$ cat src/design/rtu_pkg.sv
// rtu_pkg: shared types, result kind codes, register indexes and CRC-16 helper
// for the RTU frame checker. No dependencies.
`timescale 1ns / 1ps

package rtu_pkg;

    // result kind codes
    typedef logic [2:0] t_kind;
    localparam t_kind KIND_CRC        = 3'd0;
    localparam t_kind KIND_ADDR       = 3'd1;
    localparam t_kind KIND_DISPATCH   = 3'd2;
    localparam t_kind KIND_SUPPRESSED = 3'd3;
    localparam t_kind KIND_REPLY      = 3'd4;

    // configuration register indexes
    localparam int CFG_IDX_W = 2;
    typedef logic [CFG_IDX_W-1:0] t_cfg_idx;
    localparam t_cfg_idx CFG_DEV_ADDR = 2'd0;
    localparam t_cfg_idx CFG_FROZEN   = 2'd1;

    localparam logic [15:0] CRC_INIT   = 16'hFFFF;
    localparam logic [15:0] CRC_POLY   = 16'hA001;
    localparam logic [7:0]  BROADCAST  = 8'h00;
    localparam logic [7:0]  EXC_FLAG   = 8'h80;
    localparam logic [7:0]  EXC_ILLEGAL_FUNC = 8'h01;
    localparam int          MIN_FRAME  = 4;

    // supported function codes
    localparam logic [7:0] FC_RD_HOLD   = 8'h03;
    localparam logic [7:0] FC_RD_INPUT  = 8'h04;
    localparam logic [7:0] FC_WR_COIL   = 8'h05;
    localparam logic [7:0] FC_WR_MULTI  = 8'h10;
    localparam logic [7:0] FC_USER_25   = 8'h25;
    localparam logic [7:0] FC_USER_26   = 8'h26;
    localparam logic [7:0] FC_USER_27   = 8'h27;
    localparam logic [7:0] FC_USER_2A   = 8'h2A;
    localparam logic [7:0] FC_USER_2B   = 8'h2B;
    localparam logic [7:0] FC_USER_41   = 8'h41;

    // verdict handed from the frame accumulator to the response sequencer
    typedef struct packed {
        t_kind      kind;
        logic [7:0] func_code;
        logic [7:0] addr;
    } t_verdict;

    // one byte of CRC-16/MODBUS, bitwise, reflected
    function automatic logic [15:0] crc_upd(input logic [15:0] crc, input logic [7:0] b);
        logic [15:0] c;
        c = crc ^ {8'h00, b};
        for (int k = 0; k < 8; k++) begin
            if (c[0]) begin
                c = (c >> 1) ^ CRC_POLY;
            end else begin
                c = c >> 1;
            end
        end
        return c;
    endfunction

    function automatic logic code_supported(input logic [7:0] c);
        logic ok;
        case (c) inside
            FC_RD_HOLD, FC_RD_INPUT, FC_WR_COIL, FC_WR_MULTI, FC_USER_25,
            FC_USER_26, FC_USER_27, FC_USER_2A, FC_USER_2B, FC_USER_41: ok = 1'b1;
            default: ok = 1'b0;
        endcase
        return ok;
    endfunction

endpackage

$ cat src/design/rtu_if.sv
// rtu_if: valid/ready channel interfaces for received bytes, results and
// configuration writes. Depends on rtu_pkg.
`timescale 1ns / 1ps

interface rtu_in_if;
    logic       valid;
    logic       ready;
    logic [7:0] rx_byte;
    logic       frame_end;

    modport source (output valid, output rx_byte, output frame_end, input ready);
    modport sink   (input valid, input rx_byte, input frame_end, output ready);
endinterface

interface rtu_out_if;
    logic             valid;
    logic             ready;
    rtu_pkg::t_kind   kind;
    logic [7:0]       tx_byte;
    logic [7:0]       func_code;
    logic             last;

    modport source (output valid, output kind, output tx_byte, output func_code,
                    output last, input ready);
    modport sink   (input valid, input kind, input tx_byte, input func_code,
                    input last, output ready);
endinterface

interface rtu_cfg_if;
    logic                valid;
    logic                ready;
    rtu_pkg::t_cfg_idx   index;
    logic [7:0]          data;

    modport source (output valid, output index, output data, input ready);
    modport sink   (input valid, input index, input data, output ready);
endinterface

$ cat src/design/rtu_frame_acc.sv
// rtu_frame_acc: per-byte CRC and header capture, frame verdict register.
// Depends on rtu_pkg and rtu_in_if.
`timescale 1ns / 1ps

module rtu_frame_acc #(
    parameter int MAX_FRAME = 256
) (
    input  logic              i_clk,
    input  logic              i_rst_n,
    rtu_in_if.sink            i_rx,
    input  logic [7:0]        i_dev_addr,
    input  logic              i_frozen,
    output logic              o_vd_valid,
    output rtu_pkg::t_verdict o_vd,
    input  logic              i_vd_take
);

    localparam int CNT_W = $clog2(MAX_FRAME + 2);

    logic [15:0]       r_crc;
    logic [CNT_W-1:0]  r_cnt;
    logic [7:0]        r_addr;
    logic [7:0]        r_code;
    logic              r_vd_valid;
    rtu_pkg::t_verdict r_vd;

    logic [15:0]       n_crc;
    logic [CNT_W-1:0]  n_cnt;
    logic [7:0]        n_addr;
    logic [7:0]        n_code;
    rtu_pkg::t_verdict n_vd;
    logic              fire;

    assign i_rx.ready = !r_vd_valid || i_vd_take;
    assign fire       = i_rx.valid && i_rx.ready;

    always_comb begin
        n_crc  = rtu_pkg::crc_upd(r_crc, i_rx.rx_byte);
        n_cnt  = (r_cnt <= CNT_W'(MAX_FRAME)) ? r_cnt + CNT_W'(1) : r_cnt;
        n_addr = (r_cnt == '0) ? i_rx.rx_byte : r_addr;
        n_code = (r_cnt == CNT_W'(1)) ? i_rx.rx_byte : r_code;

        n_vd.func_code = n_code;
        n_vd.addr      = n_addr;
        if (n_crc != 16'h0000 || n_cnt < CNT_W'(rtu_pkg::MIN_FRAME)
                || n_cnt > CNT_W'(MAX_FRAME)) begin
            n_vd.kind = rtu_pkg::KIND_CRC;
        end else if (n_addr != i_dev_addr && n_addr != rtu_pkg::BROADCAST) begin
            n_vd.kind = rtu_pkg::KIND_ADDR;
        end else if (rtu_pkg::code_supported(n_code)) begin
            n_vd.kind = rtu_pkg::KIND_DISPATCH;
        end else if (n_addr == rtu_pkg::BROADCAST || i_frozen) begin
            n_vd.kind = rtu_pkg::KIND_SUPPRESSED;
        end else begin
            n_vd.kind = rtu_pkg::KIND_REPLY;
        end
    end

    always_ff @(posedge i_clk) begin
        if (!i_rst_n) begin
            r_crc      <= rtu_pkg::CRC_INIT;
            r_cnt      <= '0;
            r_addr     <= '0;
            r_code     <= '0;
            r_vd_valid <= 1'b0;
        end else begin
            if (fire && i_rx.frame_end) begin
                r_vd_valid <= 1'b1;
            end else if (i_vd_take) begin
                r_vd_valid <= 1'b0;
            end
            if (fire) begin
                if (i_rx.frame_end) begin
                    // frame closed: verdict out, state back to start
                    r_crc  <= rtu_pkg::CRC_INIT;
                    r_cnt  <= '0;
                    r_addr <= '0;
                    r_code <= '0;
                end else begin
                    r_crc  <= n_crc;
                    r_cnt  <= n_cnt;
                    r_addr <= n_addr;
                    r_code <= n_code;
                end
            end
        end
    end

    always_ff @(posedge i_clk) begin
        if (fire && i_rx.frame_end) begin
            r_vd <= n_vd;
        end
    end

    assign o_vd_valid = r_vd_valid;
    assign o_vd       = r_vd;

endmodule

$ cat src/design/rtu_resp_seq.sv
// rtu_resp_seq: result register; turns a verdict into one result or a
// five-byte exception reply. Depends on rtu_pkg and rtu_out_if.
`timescale 1ns / 1ps

module rtu_resp_seq (
    input  logic              i_clk,
    input  logic              i_rst_n,
    input  logic              i_vd_valid,
    input  rtu_pkg::t_verdict i_vd,
    output logic              o_vd_take,
    rtu_out_if.source         o_tx
);

    // reply byte positions after the address byte
    localparam logic [2:0] POS_CODE   = 3'd1;
    localparam logic [2:0] POS_EXC    = 3'd2;
    localparam logic [2:0] POS_CRC_LO = 3'd3;
    localparam logic [2:0] POS_CRC_HI = 3'd4;

    logic                r_valid;
    rtu_pkg::t_kind      r_kind;
    logic [7:0]          r_tx;
    logic [7:0]          r_fc;
    logic                r_last;
    logic                r_rep;
    logic [2:0]          r_pos;
    logic [15:0]         r_crc;

    logic                out_free;
    logic [7:0]          rep_byte;

    assign out_free  = !r_valid || o_tx.ready;
    assign o_vd_take = i_vd_valid && out_free && !r_rep;

    always_comb begin
        case (r_pos)
            POS_CODE:   rep_byte = r_fc | rtu_pkg::EXC_FLAG;
            POS_EXC:    rep_byte = rtu_pkg::EXC_ILLEGAL_FUNC;
            POS_CRC_LO: rep_byte = r_crc[7:0];
            POS_CRC_HI: rep_byte = r_crc[15:8];
            default:    rep_byte = 8'h00;
        endcase
    end

    always_ff @(posedge i_clk) begin
        if (!i_rst_n) begin
            r_valid <= 1'b0;
            r_rep   <= 1'b0;
            r_pos   <= '0;
        end else if (out_free) begin
            if (r_rep) begin
                r_valid <= 1'b1;
                r_pos   <= r_pos + 3'd1;
                if (r_pos == POS_CRC_HI) begin
                    r_rep <= 1'b0;
                end
            end else if (i_vd_valid) begin
                r_valid <= 1'b1;
                if (i_vd.kind == rtu_pkg::KIND_REPLY) begin
                    r_rep <= 1'b1;
                    r_pos <= POS_CODE;
                end
            end else begin
                r_valid <= 1'b0;
            end
        end
    end

    // payload; CRC runs along with the header bytes as they are loaded
    always_ff @(posedge i_clk) begin
        if (out_free) begin
            if (r_rep) begin
                r_kind <= rtu_pkg::KIND_REPLY;
                r_tx   <= rep_byte;
                r_last <= (r_pos == POS_CRC_HI);
                if (r_pos == POS_CODE || r_pos == POS_EXC) begin
                    r_crc <= rtu_pkg::crc_upd(r_crc, rep_byte);
                end
            end else if (o_vd_take) begin
                r_kind <= i_vd.kind;
                r_fc   <= i_vd.func_code;
                if (i_vd.kind == rtu_pkg::KIND_REPLY) begin
                    r_tx   <= i_vd.addr;
                    r_last <= 1'b0;
                    r_crc  <= rtu_pkg::crc_upd(rtu_pkg::CRC_INIT, i_vd.addr);
                end else begin
                    r_tx   <= 8'h00;
                    r_last <= 1'b1;
                end
            end
        end
    end

    assign o_tx.valid     = r_valid;
    assign o_tx.kind      = r_kind;
    assign o_tx.tx_byte   = r_tx;
    assign o_tx.func_code = r_fc;
    assign o_tx.last      = r_last;

endmodule

$ cat src/design/rtu_frame_checker_responder.sv
// rtu_frame_checker_responder: top level, configuration registers and the
// accumulator/sequencer pair. Depends on rtu_pkg, rtu_if, rtu_frame_acc, rtu_resp_seq.
`timescale 1ns / 1ps

// Usage
//   i_rx  : received frame bytes, one word per byte, frame_end on the last byte.
//   o_tx  : results. A frame gives one word (crc discard, address discard,
//           dispatch, reply suppressed) or five reply words (kind 4) carrying
//           address, code|0x80, 0x01, CRC low, CRC high; last marks the final word.
//   i_cfg : register writes, always ready. Index 0 device address, index 1
//           frozen; other indexes are ignored. Write only while idle.
// Order: the frame-end byte's verdict is registered in the accumulator, then in
//   the result register; reply words follow one per cycle while o_tx is ready.
// Throughput: 1 byte per cycle. Bytes are taken every cycle unless a verdict
//   is held: then every byte waits until the sequencer takes that verdict,
//   i.e. while it is busy with a 5-word reply or o_tx is stalled.
// Reset: synchronous, active low. CRC back to 0xFFFF, counts and header cleared,
//   device address 1, frozen 0, no result pending.
// Stall: a held o_tx word is kept stable; one verdict queues behind it, and
//   i_rx stops taking bytes from the cycle after that frame end.

module rtu_frame_checker_responder #(
    parameter int MAX_FRAME = 256
) (
    input  logic       i_clk,
    input  logic       i_rst_n,
    rtu_in_if.sink     i_rx,
    rtu_out_if.source  o_tx,
    rtu_cfg_if.sink    i_cfg
);

    logic [7:0]        r_dev_addr;
    logic              r_frozen;

    logic              vd_valid;
    rtu_pkg::t_verdict vd;
    logic              vd_take;

    // config port never stalls
    assign i_cfg.ready = 1'b1;

    always_ff @(posedge i_clk) begin
        if (!i_rst_n) begin
            r_dev_addr <= 8'h01;
            r_frozen   <= 1'b0;
        end else if (i_cfg.valid) begin
            unique case (i_cfg.index)
                rtu_pkg::CFG_DEV_ADDR: r_dev_addr <= i_cfg.data;
                rtu_pkg::CFG_FROZEN:   r_frozen   <= i_cfg.data[0];
                default: ;
            endcase
        end
    end

    // byte side: CRC over each byte, header capture, verdict at frame end
    rtu_frame_acc #(
        .MAX_FRAME (MAX_FRAME)
    ) u_acc (
        .i_clk      (i_clk),
        .i_rst_n    (i_rst_n),
        .i_rx       (i_rx),
        .i_dev_addr (r_dev_addr),
        .i_frozen   (r_frozen),
        .o_vd_valid (vd_valid),
        .o_vd       (vd),
        .i_vd_take  (vd_take)
    );

    // result side: output register and exception reply sequencing
    rtu_resp_seq u_seq (
        .i_clk      (i_clk),
        .i_rst_n    (i_rst_n),
        .i_vd_valid (vd_valid),
        .i_vd       (vd),
        .o_vd_take  (vd_take),
        .o_tx       (o_tx)
    );

endmodule

$ cat src/flat_wrapper.sv
// flat-port wrapper written by rule: the top's interface ports become plain ports
module rtu_frame_checker_responder_flat 
#(
    parameter int MAX_FRAME = 256
)
  (i_clk, i_rst_n, i_rx_valid, i_rx_rx_byte, i_rx_frame_end, i_rx_ready, o_tx_valid, o_tx_kind, o_tx_tx_byte, o_tx_func_code, o_tx_last, o_tx_ready, i_cfg_valid, i_cfg_index, i_cfg_data, i_cfg_ready);
  rtu_in_if i_rx_i ();
  rtu_out_if o_tx_i ();
  rtu_cfg_if i_cfg_i ();
  input  logic i_clk;
  input  logic i_rst_n;
  input wire logic [$bits(i_rx_i.valid)-1:0] i_rx_valid;
  input wire logic [$bits(i_rx_i.rx_byte)-1:0] i_rx_rx_byte;
  input wire logic [$bits(i_rx_i.frame_end)-1:0] i_rx_frame_end;
  output wire logic [$bits(i_rx_i.ready)-1:0] i_rx_ready;
  output wire logic [$bits(o_tx_i.valid)-1:0] o_tx_valid;
  output wire logic [$bits(o_tx_i.kind)-1:0] o_tx_kind;
  output wire logic [$bits(o_tx_i.tx_byte)-1:0] o_tx_tx_byte;
  output wire logic [$bits(o_tx_i.func_code)-1:0] o_tx_func_code;
  output wire logic [$bits(o_tx_i.last)-1:0] o_tx_last;
  input wire logic [$bits(o_tx_i.ready)-1:0] o_tx_ready;
  input wire logic [$bits(i_cfg_i.valid)-1:0] i_cfg_valid;
  input wire logic [$bits(i_cfg_i.index)-1:0] i_cfg_index;
  input wire logic [$bits(i_cfg_i.data)-1:0] i_cfg_data;
  output wire logic [$bits(i_cfg_i.ready)-1:0] i_cfg_ready;
  assign i_rx_i.valid = i_rx_valid;
  assign i_rx_i.rx_byte = i_rx_rx_byte;
  assign i_rx_i.frame_end = i_rx_frame_end;
  assign i_rx_ready = i_rx_i.ready;
  assign o_tx_valid = o_tx_i.valid;
  assign o_tx_kind = o_tx_i.kind;
  assign o_tx_tx_byte = o_tx_i.tx_byte;
  assign o_tx_func_code = o_tx_i.func_code;
  assign o_tx_last = o_tx_i.last;
  assign o_tx_i.ready = o_tx_ready;
  assign i_cfg_i.valid = i_cfg_valid;
  assign i_cfg_i.index = i_cfg_index;
  assign i_cfg_i.data = i_cfg_data;
  assign i_cfg_ready = i_cfg_i.ready;
  rtu_frame_checker_responder #(.MAX_FRAME(MAX_FRAME)) u_core (.i_clk(i_clk), .i_rst_n(i_rst_n), .i_rx(i_rx_i), .o_tx(o_tx_i), .i_cfg(i_cfg_i));
endmodule
$ cat config.mk
export PLATFORM = sky130hd
export DESIGN_NAME = rtu_frame_checker_responder_flat
export DESIGN_NICKNAME = d
export VERILOG_FILES = /design/src/design/rtu_pkg.sv /design/src/design/rtu_if.sv /design/src/design/rtu_frame_acc.sv /design/src/design/rtu_resp_seq.sv /design/src/design/rtu_frame_checker_responder.sv /design/src/flat_wrapper.sv
export SDC_FILE = /design/constraint.sdc
export NUM_CORES = 1
export LEC_CHECK = 0
export ABC_AREA = 1
export BUFFER_PORTS_ARGS = -buffer_cell sky130_fd_sc_hd__buf_2
export CAP_MARGIN = 20
export CORE_ASPECT_RATIO = 1.75
export CORE_MARGIN = 3
export CORE_UTILIZATION = 40
export CTS_BUF_LIST = sky130_fd_sc_hd__clkbuf_8
export DETAILED_ROUTE_END_ITERATION = 10
export HOLD_SLACK_MARGIN = 0.05
export PLACE_DENSITY = 0.56
export SETUP_SLACK_MARGIN = 0.15
export SYNTH_ARGS = -nofsm -noshare
export SYNTH_HDL_FRONTEND = slang
export SYNTH_SLANG_ARGS = --single-unit
export TNS_END_PERCENT = 5
$ cat constraint.sdc
create_clock -name i_clk -period 3.95 [get_ports i_clk]
set_input_delay 0.1975 -clock i_clk [delete_from_list [all_inputs] [get_ports i_clk]]
set_output_delay 0.1975 -clock i_clk [all_outputs]
set_load 0.02 [all_outputs]
==> results.sh, run 1 <==
export IMPL_final_cells=994
export IMPL_gp_congestion=0.901
export IMPL_synth_area_per_cell_sq_um=7.76
export IMPL_pwr_share_seq_pct=54.6
export IMPL_cellLeakagePower_nw=2.89
export IMPL_syn_inst=765
export IMPL_numCtsBuffers=9
export IMPL_syn_nets=798
export IMPL_port_buffers=45
export IMPL_peakVddDrop_mv=0.175
export IMPL_num_vias=5125
export IMPL_drtPass1Iterations=4
export IMPL_r2r_end="u_core.u_acc.o_vd[16]"
export IMPL_h_tree_depth=3
export IMPL_ant_nets=0
export IMPL_n_antenna_cell=0
export IMPL_switchingPower_mw=0.730
export IMPL_dp_hpwl_mm=12.0
export IMPL_combPwrFrac_pct=17.9
export IMPL_final_nets=842
export IMPL_drcViolationCount=0
export IMPL_dieWidth_microns=98.1
export IMPL_slew_limit_headroom_pct=33.3
export IMPL_critPathArrivalTime_ns=3.54
export IMPL_core_area_sq_um=14400
export IMPL_power_density_nw_per_um2=364
export IMPL_drv_slew=0
export IMPL_ys_seq_area_share_pct=46.7
export IMPL_cts_setup_buffers=0
export IMPL_drive_above_1_share_pct=11.2
export IMPL_finalPower_mw=2.39
export IMPL_synth_cell_types=39
export IMPL_cts_root_buf="clkbuf_8"
export IMPL_gr_total_overflow=0
export IMPL_power_internal_mw=1.66
export IMPL_layout_commonest_cell="nand2_1"
export IMPL_reg2reg_slack_ns=0.64
export IMPL_finalCritPeriodShare_pct=83.8
export IMPL_status="completed"
export IMPL_required_ns=4.18
export IMPL_critPathLaunchType="register"
export IMPL_die_area_sq_um=16400
export IMPL_dieHeight_microns=167
export IMPL_cts_buffer_depth=2
export IMPL_endpoint_kind="register"
export IMPL_num_rows=58
export IMPL_yosys_register_bits=111
export IMPL_path_clk_slew_ns=0.11
export IMPL_rr_startpoint="u_core.u_acc.r_crc[0]"
export IMPL_grt_pass1_wl_mm=24.3
export IMPL_cts_resized=0
export IMPL_whs_ns=0.103
export IMPL_drt_iter0_markers=190
export IMPL_fin_skew_ns=0.0121
export IMPL_worst_pin_slew_ns=0.999
export IMPL_grt_max_degree=35
export IMPL_cts_tree="yes"
export IMPL_swShare_pct=30.5
export IMPL_reg2reg_depth=19
export IMPL_syn_area_sq_um=5940
export IMPL_grt_pass1_vias=4972
export IMPL_initial_core_util_pct=41.1
export IMPL_startpoint="u_core.u_acc.r_crc[0]"
export IMPL_finalCriticalPeriod_ns=3.31
export IMPL_crit_fanout=4
export IMPL_clock_sinks=111
export IMPL_critPathKind="reg -> reg"
export IMPL_area_growth_synth_to_final_pct=10.6
export IMPL_clk_insertion_delay_late_ns=0.38
export IMPL_power_frac_clock_pct=27.5
export IMPL_setup_tns_ns=0
export IMPL_hold_violations=0
export IMPL_wire_per_inst_microns=15.6
export IMPL_pin_count=47
export IMPL_crit_path_end="u_core.u_acc.o_vd[16]"
export IMPL_finalWirelength_mm=15.5
export IMPL_grt_usage_pct=18.8
export IMPL_antenna_found_initial=0
export IMPL_layout_common_cells="243 x nand2_1, 93 x inv_1, 60 x nand3_1"
export IMPL_dp_cells=972
export IMPL_max_freq_mhz=302
export IMPL_ys_warn_count=0
export IMPL_vias_per_cell=5.16
export IMPL_rsz0062_at_grt="no"
export IMPL_setup_viol=0
export IMPL_hold_path_class="in -> reg"
export IMPL_max_cap_violations=0
-- critical path, stage by stage, from the launching register on --
cell and delay, ns:
dfxtp_1 0.36, inv_1 0.05, nand2_1 0.05, nand2_1 0.12, inv_1 0.08, nand2_1 0.05, nand2_1 0.12, xor2_1 0.32
xor2_1 0.21, xnor3_1 0.30, ha_1 0.33, xnor2_1 0.24, nand3_1 0.11, nor2_1 0.10, nand4_1 0.10, nor2_1 0.11
nand3_1 0.13, nor2_1 0.20, nand2_1 0.07, a21oi_1 0.13
-- worst min-delay path by stage --
| stage | end | from | slack, ns | cells after the start |
|---|---|---|---|---|
| 3_3_place_gp | u_core.u_seq.o_tx.func_code[0] | u_core.u_acc.o_vd[8] | 0.40 | 0 |
| 4_1_cts | u_core.r_frozen | i_cfg_index[1] | 0.09 | 4 |
| 5_1_grt | u_core.r_frozen | i_cfg_index[0] | 0.11 | 3 |
| 3_5_place_dp | u_core.u_seq.o_tx.func_code[1] | u_core.u_acc.o_vd[9] | 0.41 | 0 |
| 6_report | u_core.r_dev_addr[1] | i_cfg_data[1] | 0.10 | 3 |
| 2_1_floorplan | u_core.r_dev_addr[0] | i_cfg_data[0] | 0.33 | 2 |
-- power by group through the flow --
stage / Combinational [mW] / Sequential (mW) / Clock [mW]
after global routing: 0.484 / 1.31 / 0.713
after global placement: 0.427 / 1.33 / 0
final: 0.429 / 1.31 / 0.658
after floorplan: 0.298 / 1.34 / 0
after CTS: 0.434 / 1.31 / 0.683
after detailed placement: 0.428 / 1.33 / 0
-- repair_timing --
action	4_1_cts	5_1_grt
endpoints found under the hold margin	5	0
endpoints found under the setup margin	0	0
hold buffers	5	0
-- logic make-up after synthesis --
group / synth area share (%)
compound gates: 8.98
xor+xnor: 6.51
fa+ha+maj: 1.90
buf+inv: 7.65
flops: 46.7
other cells: 0.0632
simple gates: 28.2
-- cell usage after synthesis, drive strengths merged --
library cell	number	area share, %
a21oi	45	3.8
a22oi	3	0.38
a311oi	1	0.15
a31oi	2	0.21
buf	5	0.44
clkbuf	18	1.1
clkinv	2	0.13
conb	1	0.063
dfxtp	56	19
edfxtp	55	28
ha	9	1.9
inv	94	5.9
nand2	253	16
nand3	61	5.2
nand3b	1	0.13
nand4	17	1.9
nor2	41	2.7
nor3	6	0.86
nor4	1	0.11
o211ai	6	0.76
o21ai	32	2.7
o22ai	1	0.11
o31ai	7	0.88
or2	7	0.78
xnor2	19	2.8
xnor3	2	0.76
xor2	20	2.9
-- registers in the layout (all words and copies together), names as in the netlist --
name,cells
u_core.u_acc.o_vd,19
u_core.u_acc.r_crc,16
u_core.u_seq.r_crc,16
u_core.u_acc.r_cnt,9
u_core.r_dev_addr,8
u_core.u_acc.r_addr,8
u_core.u_acc.r_code,8
u_core.u_seq.o_tx.func_code,8
u_core.u_seq.o_tx.tx_byte,8
u_core.u_seq.o_tx.kind,3
u_core.u_seq.r_pos,3
u_core.r_frozen,1
u_core.u_acc.o_vd_valid,1
u_core.u_seq.o_tx.last,1
u_core.u_seq.o_tx.valid,1
u_core.u_seq.r_rep,1
-- layout make-up --
| cell class | count | area (sq um) |
|---|---|---|
| Tap cell | 180 | 225 |
| Fill cell | 1452 | 7870 |
| Multi-Input combinational cell | 535 | 2710 |
| Clock buffer | 9 | 124 |
| Timing Repair Buffer | 56 | 320 |
| Clock inverter | 7 | 56.3 |
| Inverter | 96 | 360 |
| Sequential cell | 111 | 2770 |
-- per-layer routing --
layer	vias to the layer above	GRT usage [%]	routed length (microns)
met5	-	0	0
met4	0	10.7	767
met3	44	2.67	549
met2	117	36.7	8730
met1	2395	18.2	5450
li1	2569	-	-
-- through the flow --
| step | instance area [sq um] | worst slack [ns] | util [%] |
|---|---|---|---|
| 3_3_place_gp | 6330 | 0.604 | 43.8 |
| 5_1_grt | 6570 | 0.327 | 45.5 |
| 6_report | 6570 | 0.640 | 45.5 |
| 4_1_cts | 6560 | 0.568 | 45.4 |
| 3_5_place_dp | 6330 | 0.588 | 43.8 |
| 2_1_floorplan | 5940 | 1.25 | - |
(Power assumes the default switching activity.)
==> run 2, diff against run 1 <==
PLACE_DENSITY = 0.58   (was 0.56)
clock period = 2.85 ns   (was 3.95 ns; I/O delays follow)
==> results.sh, run 2 (synthesis gave the netlist of run 1 again) <==
export IMPL_vias_per_cell=5.16
export IMPL_cts_tree="yes"
export IMPL_dieHeight_microns=167
export IMPL_cts_root_buf="clkbuf_8"
export IMPL_multi_input_area_sq_um=2790
export IMPL_grtUsageMet3_pct=2.67
export IMPL_nFillCells=1412
export IMPL_numCtsBuffers=9
export IMPL_final_nets=866
export IMPL_die_area_sq_um=16400
export IMPL_max_freq_mhz=354
export IMPL_n_antenna_cell=0
export IMPL_num_vias=5250
export IMPL_initial_core_util_pct=41.1
export IMPL_cellLeakagePower_nw=3.01
export IMPL_grtUsageMet1_pct=20.3
export IMPL_max_cap_violations=0
export IMPL_required_ns=3.10
export IMPL_drv_slew=0
export IMPL_peakVddDrop_mv=0.337
export IMPL_grt_usage_pct=19.6
export IMPL_num_rows=58
export IMPL_critPathLaunchType="register"
export IMPL_finalWirelength_mm=15.9
export IMPL_fin_skew_ns=0.0184
export IMPL_drive_above_1_share_pct=15.3
export IMPL_layout_commonest_cell="nand2_1"
export IMPL_gr_total_overflow=0
export IMPL_crit_fanout=3
export IMPL_setup_viol=0
export IMPL_grt_busiest_layer="met2"
export IMPL_status="completed"
export IMPL_grt_max_degree=51
export IMPL_path_clk_slew_ns=0.12
export IMPL_grt_pass1_vias=5079
export IMPL_slew_limit_headroom_pct=65.7
export IMPL_dp_hpwl_mm=12.2
export IMPL_gp_congestion=0.963
export IMPL_dieWidth_microns=98.1
export IMPL_layout_common_cells="239 x nand2_1, 90 x inv_1, 59 x nand3_1"
export IMPL_wire_per_inst_microns=15.6
export IMPL_finalCritPeriodShare_pct=99.0
export IMPL_power_density_nw_per_um2=511
export IMPL_drt_iter0_markers=252
export IMPL_grt_pass1_wl_mm=25.5
export IMPL_h_tree_depth=3
export IMPL_antenna_found_initial=0
export IMPL_seq_area_sq_um=2780
export IMPL_drcViolationCount=0
export IMPL_whs_ns=0.106
export IMPL_clock_sinks=111
export IMPL_ant_nets=0
export IMPL_rsz0062_at_grt="yes"
export IMPL_area_growth_synth_to_final_pct=15.6
export IMPL_worst_pin_slew_ns=0.514
export IMPL_cts_buffer_depth=2
export IMPL_hold_path_class="in -> reg"
export IMPL_pin_count=47
export IMPL_critPathKind="reg -> reg"
export IMPL_port_buffers=45
export IMPL_use_met2_pct=36.7
export IMPL_core_area_sq_um=14400
export IMPL_finalCriticalPeriod_ns=2.82
export IMPL_critPathArrivalTime_ns=3.07
export IMPL_hold_violations=0
export IMPL_endpoint_kind="register"
export IMPL_setup_tns_ns=0
export IMPL_largest_reg_flops=19
export IMPL_drtPass1Iterations=5
export IMPL_clk_insertion_delay_late_ns=0.39
==> run 2: cell types whose count changed in the layout (fill, tap and decap cells not counted), moves of 3 or more <==
cell | previous run | this run
buf_4 | 5 | 23
dlygate4sd3_1 | 5 | 11
nand2_1 | 243 | 239
nand2_2 | 9 | 13
ha_1 | 9 | 6
inv_1 | 93 | 90
==> run 2: timing repair <==
item / in CTS / in global routing
resized for setup: 7 / 13
hold endpoints to repair: 10 / 0
hold buffers: 11 / 0
endpoints found under the setup margin: 3 / 6
buffers inserted: 1 / 2
pin swaps: 1 / 11
==> run 2: per-layer routing <==
metal / share of wire (%) / vias up
met5: 0 / -
met4: 5.8 / 0
met3: 3.3 / 47
met2: 55 / 156
met1: 36 / 2433
li1: - / 2614
==> run 2: worst paths after layout <==
path	from	end	slack [ns]	cells after the start
max reg2reg	u_core.u_acc.r_crc[0]	u_core.u_acc.o_vd[17]	0.03	19
max	u_core.u_acc.r_crc[0]	u_core.u_acc.o_vd[17]	0.03	19
min reg2reg	u_core.u_acc.o_vd[10]	u_core.u_seq.o_tx.func_code[2]	0.44	0
min	i_rst_n	u_core.r_dev_addr[0]	0.11	2
==> run 2: worst max-delay path: stages (launching register included) <==
cell and delay [ns]:
dfxtp_2 0.36, inv_2 0.04, nand2_2 0.05, nand2_2 0.06
inv_2 0.06, nand2_2 0.04, nand2_2 0.09, xor2_2 0.19
xor2_1 0.18, xnor3_1 0.29, ha_4 0.29, xnor2_4 0.17
nand3_2 0.08, nor2_1 0.12, nand4_1 0.10, nor2_1 0.13
nand3_1 0.10, nor2_2 0.14, nand3_2 0.09, nor2_1 0.11
==> run 2: cell type report <==
cell class / instances / area share [%]
inverters: 96 / 5.25
flip-flops and latches: 111 / 40.5
repair buffers: 80 / 7.69
clock buffers: 9 / 1.80
clock inverters: 7 / 0.893
multi-input cells: 535 / 40.6
well taps: 180 / 3.28
==> run 2: where the power goes <==
part | total, mW | switching, mW | internal (mW)
logic | 0.771 | 0.436 | 0.335
registers | 1.82 | 0.0509 | 1.76
clock network | 0.923 | 0.586 | 0.337
==> run 2: stage by stage <==
| step | setup WS, ns | area [sq um] | util [%] | cells | power, mW |
|---|---|---|---|---|---|
| floorplan | 0.203 | 5940 | - | 765 | 2.27 |
| global placement | 0.0808 | 6450 | 44.7 | 987 | 2.46 |
| detailed placement | -0.0901 | 6450 | 44.7 | 987 | 2.47 |
| CTS | 0.0620 | 6790 | 47.0 | 1015 | 3.47 |
| global route | -0.127 | 6870 | 47.5 | 1018 | 3.68 |
| finish | 0.0280 | 6870 | 47.5 | 1018 | 3.51 |
==> run 3, diff against run 2 <==
CORE_UTILIZATION = 50   (was 40)
PLACE_DENSITY = 0.7   (was 0.58)
==> results.sh, run 3 (synthesis gave the netlist of run 1 again) <==
export IMPL_status="completed"
export IMPL_area_growth_synth_to_final_pct=14.4
export IMPL_max_cap_violations=0
export IMPL_port_buffers=45
export IMPL_pin_count=47
export IMPL_grt_pass1_vias=5032
export IMPL_wire_per_inst_microns=15.4
export IMPL_seq_area_sq_um=2780
export IMPL_drv_slew=0
export IMPL_r2r_end="u_core.u_acc.o_vd[17]"
export IMPL_num_vias=5196
export IMPL_fin_skew_ns=0.0123
export IMPL_critPathLaunchType="register"
export IMPL_worstHoldStart="i_rst_n"
export IMPL_clk_insertion_delay_late_ns=0.38
export IMPL_core_area_sq_um=11600
export IMPL_peakVddDrop_mv=0.582
export IMPL_power_density_nw_per_um2=512
export IMPL_dp_cells=937
export IMPL_h_tree_depth=3
export IMPL_gp_congestion=0.952
export IMPL_layout_common_cells="239 x nand2_1, 90 x inv_1, 60 x nand3_1"
export IMPL_multi_input_area_sq_um=2820
export IMPL_critPathKind="reg -> reg"
export IMPL_max_freq_mhz=352
export IMPL_endpoint_kind="register"
export IMPL_final_nets=861
export IMPL_clock_sinks=111
export IMPL_setup_viol=0
export IMPL_finalWirelength_mm=14.9
export IMPL_rsz0062_at_grt="yes"
export IMPL_grt_max_degree=51
export IMPL_hold_path_end="u_core.r_dev_addr[0]"
export IMPL_vias_per_cell=5.37
export IMPL_cts_root_buf="clkbuf_8"
export IMPL_slew_limit_headroom_pct=33.9
export IMPL_largest_reg_flops=19
export IMPL_cellLeakagePower_nw=3.00
export IMPL_cts_tree="yes"
export IMPL_hold_depth=2
export IMPL_reg2reg_slack_ns=0.009
export IMPL_ant_nets=0
export IMPL_crit_fanout=3
export IMPL_dp_hpwl_mm=11.3
export IMPL_num_rows=52
export IMPL_numCtsBuffers=9
export IMPL_n_antenna_cell=0
export IMPL_hold_path_class="in -> reg"
export IMPL_layout_commonest_cell="nand2_1"
export IMPL_finalCriticalPeriod_ns=2.84
export IMPL_dieWidth_microns=88.4
export IMPL_finalCritPeriodShare_pct=99.7
export IMPL_rr_startpoint="u_core.u_acc.r_crc[1]"
export IMPL_path_clk_slew_ns=0.11
export IMPL_dieHeight_microns=150
export IMPL_grt_usage_pct=23.3
export IMPL_required_ns=3.09
export IMPL_drt_iter0_markers=255
export IMPL_drive_above_1_share_pct=15.1
export IMPL_hold_violations=0
export IMPL_drtPass1Iterations=5
export IMPL_worst_pin_slew_ns=0.990
export IMPL_gr_total_overflow=0
export IMPL_postLayoutCellArea_sq_um=6790
export IMPL_drcViolationCount=0
export IMPL_nFillCells=1061
export IMPL_final_cells=968
export IMPL_cts_buffer_depth=2
export IMPL_grt_pass1_wl_mm=23.8
export IMPL_critPathArrivalTime_ns=3.08
export IMPL_postPlaceCellArea_sq_um=6360
export IMPL_antenna_found_initial=0
export IMPL_die_area_sq_um=13300
export IMPL_initial_core_util_pct=51.3
export IMPL_reg2reg_depth=16
## run 3: worst max path at each step
stage	from	end	slack, ns	cells after the start
after floorplan	u_core.u_acc.r_crc[0]	u_core.u_acc.o_vd[16]	0.20	19
after global placement	u_core.u_acc.r_crc[0]	u_core.u_acc.o_vd[16]	0.06	19
after detailed placement	u_core.u_acc.r_crc[1]	u_core.u_acc.o_vd[17]	-0.09	16
after CTS	u_core.u_acc.r_crc[0]	u_core.u_acc.o_vd[17]	0.05	19
after global routing	u_core.u_acc.r_crc[1]	u_core.u_acc.o_vd[17]	-0.15	16
final	u_core.u_acc.r_crc[1]	u_core.u_acc.o_vd[17]	0.009	16
## run 3: where the power goes
part | total (mW) | internal [mW] | switching, mW
Combinational | 0.745 | 0.315 | 0.430
Sequential | 1.81 | 1.76 | 0.0479
Clock | 0.921 | 0.356 | 0.565
## run 3: stage by stage
| step | setup slack, ns | util, % | hold WS [ns] | TNS (ns) | power [mW] |
|---|---|---|---|---|---|
| 2_1_floorplan | 0.203 | - | 0.273 | 0 | 2.27 |
| 3_3_place_gp | 0.0554 | 54.9 | 0.369 | 0 | 2.43 |
| 3_5_place_dp | -0.0950 | 54.9 | 0.377 | -0.251 | 2.45 |
| 4_1_cts | 0.0524 | 57.8 | 0.0874 | 0 | 3.42 |
| 5_1_grt | -0.151 | 58.7 | 0.114 | -0.421 | 3.64 |
| 6_report | 0.00911 | 58.7 | 0.117 | 0 | 3.48 |
## run 3: metal layers
| metal | up-vias | routed length (microns) | track usage [%] |
|---|---|---|---|
| met3 | 44 | 475 | 3.67 |
| li1 | 2606 | - | - |
| met1 | 2415 | 5430 | 24.0 |
| met4 | 0 | 719 | 12.9 |
| met5 | - | 0 | 0 |
| met2 | 131 | 8320 | 43.2 |
## run 3: layout make-up
type                       instances  area share, %
clock buffer                      10           2.03
multi-input combinational        535           41.6
clock inverter                     6          0.737
tap                              135           2.49
timing repair buffer              75           7.03
inverter                          96           5.30
sequential                       111           40.8
## run 3: critical path, cell delays in order, from the launching register on
cell and delay, ns:
dfxtp_2 0.37, xor2_1 0.18, nand2_2 0.08, nand2_4 0.10
xor2_4 0.20, xor2_2 0.19, xnor3_2 0.31, ha_4 0.27
xnor2_2 0.16, nand3_1 0.10, nor2_1 0.12, nand4_1 0.09
nor2_1 0.11, nand3_1 0.10, nor2_2 0.13, nand3_2 0.09
nor2_1 0.10
## run 3: repair_timing
action	in CTS	in global routing
hold buffers	11	0
pin swaps	1	9
endpoints found under the setup margin	3	6
endpoints found under the hold margin	10	0
resized for setup	7	18
buffers inserted	0	4
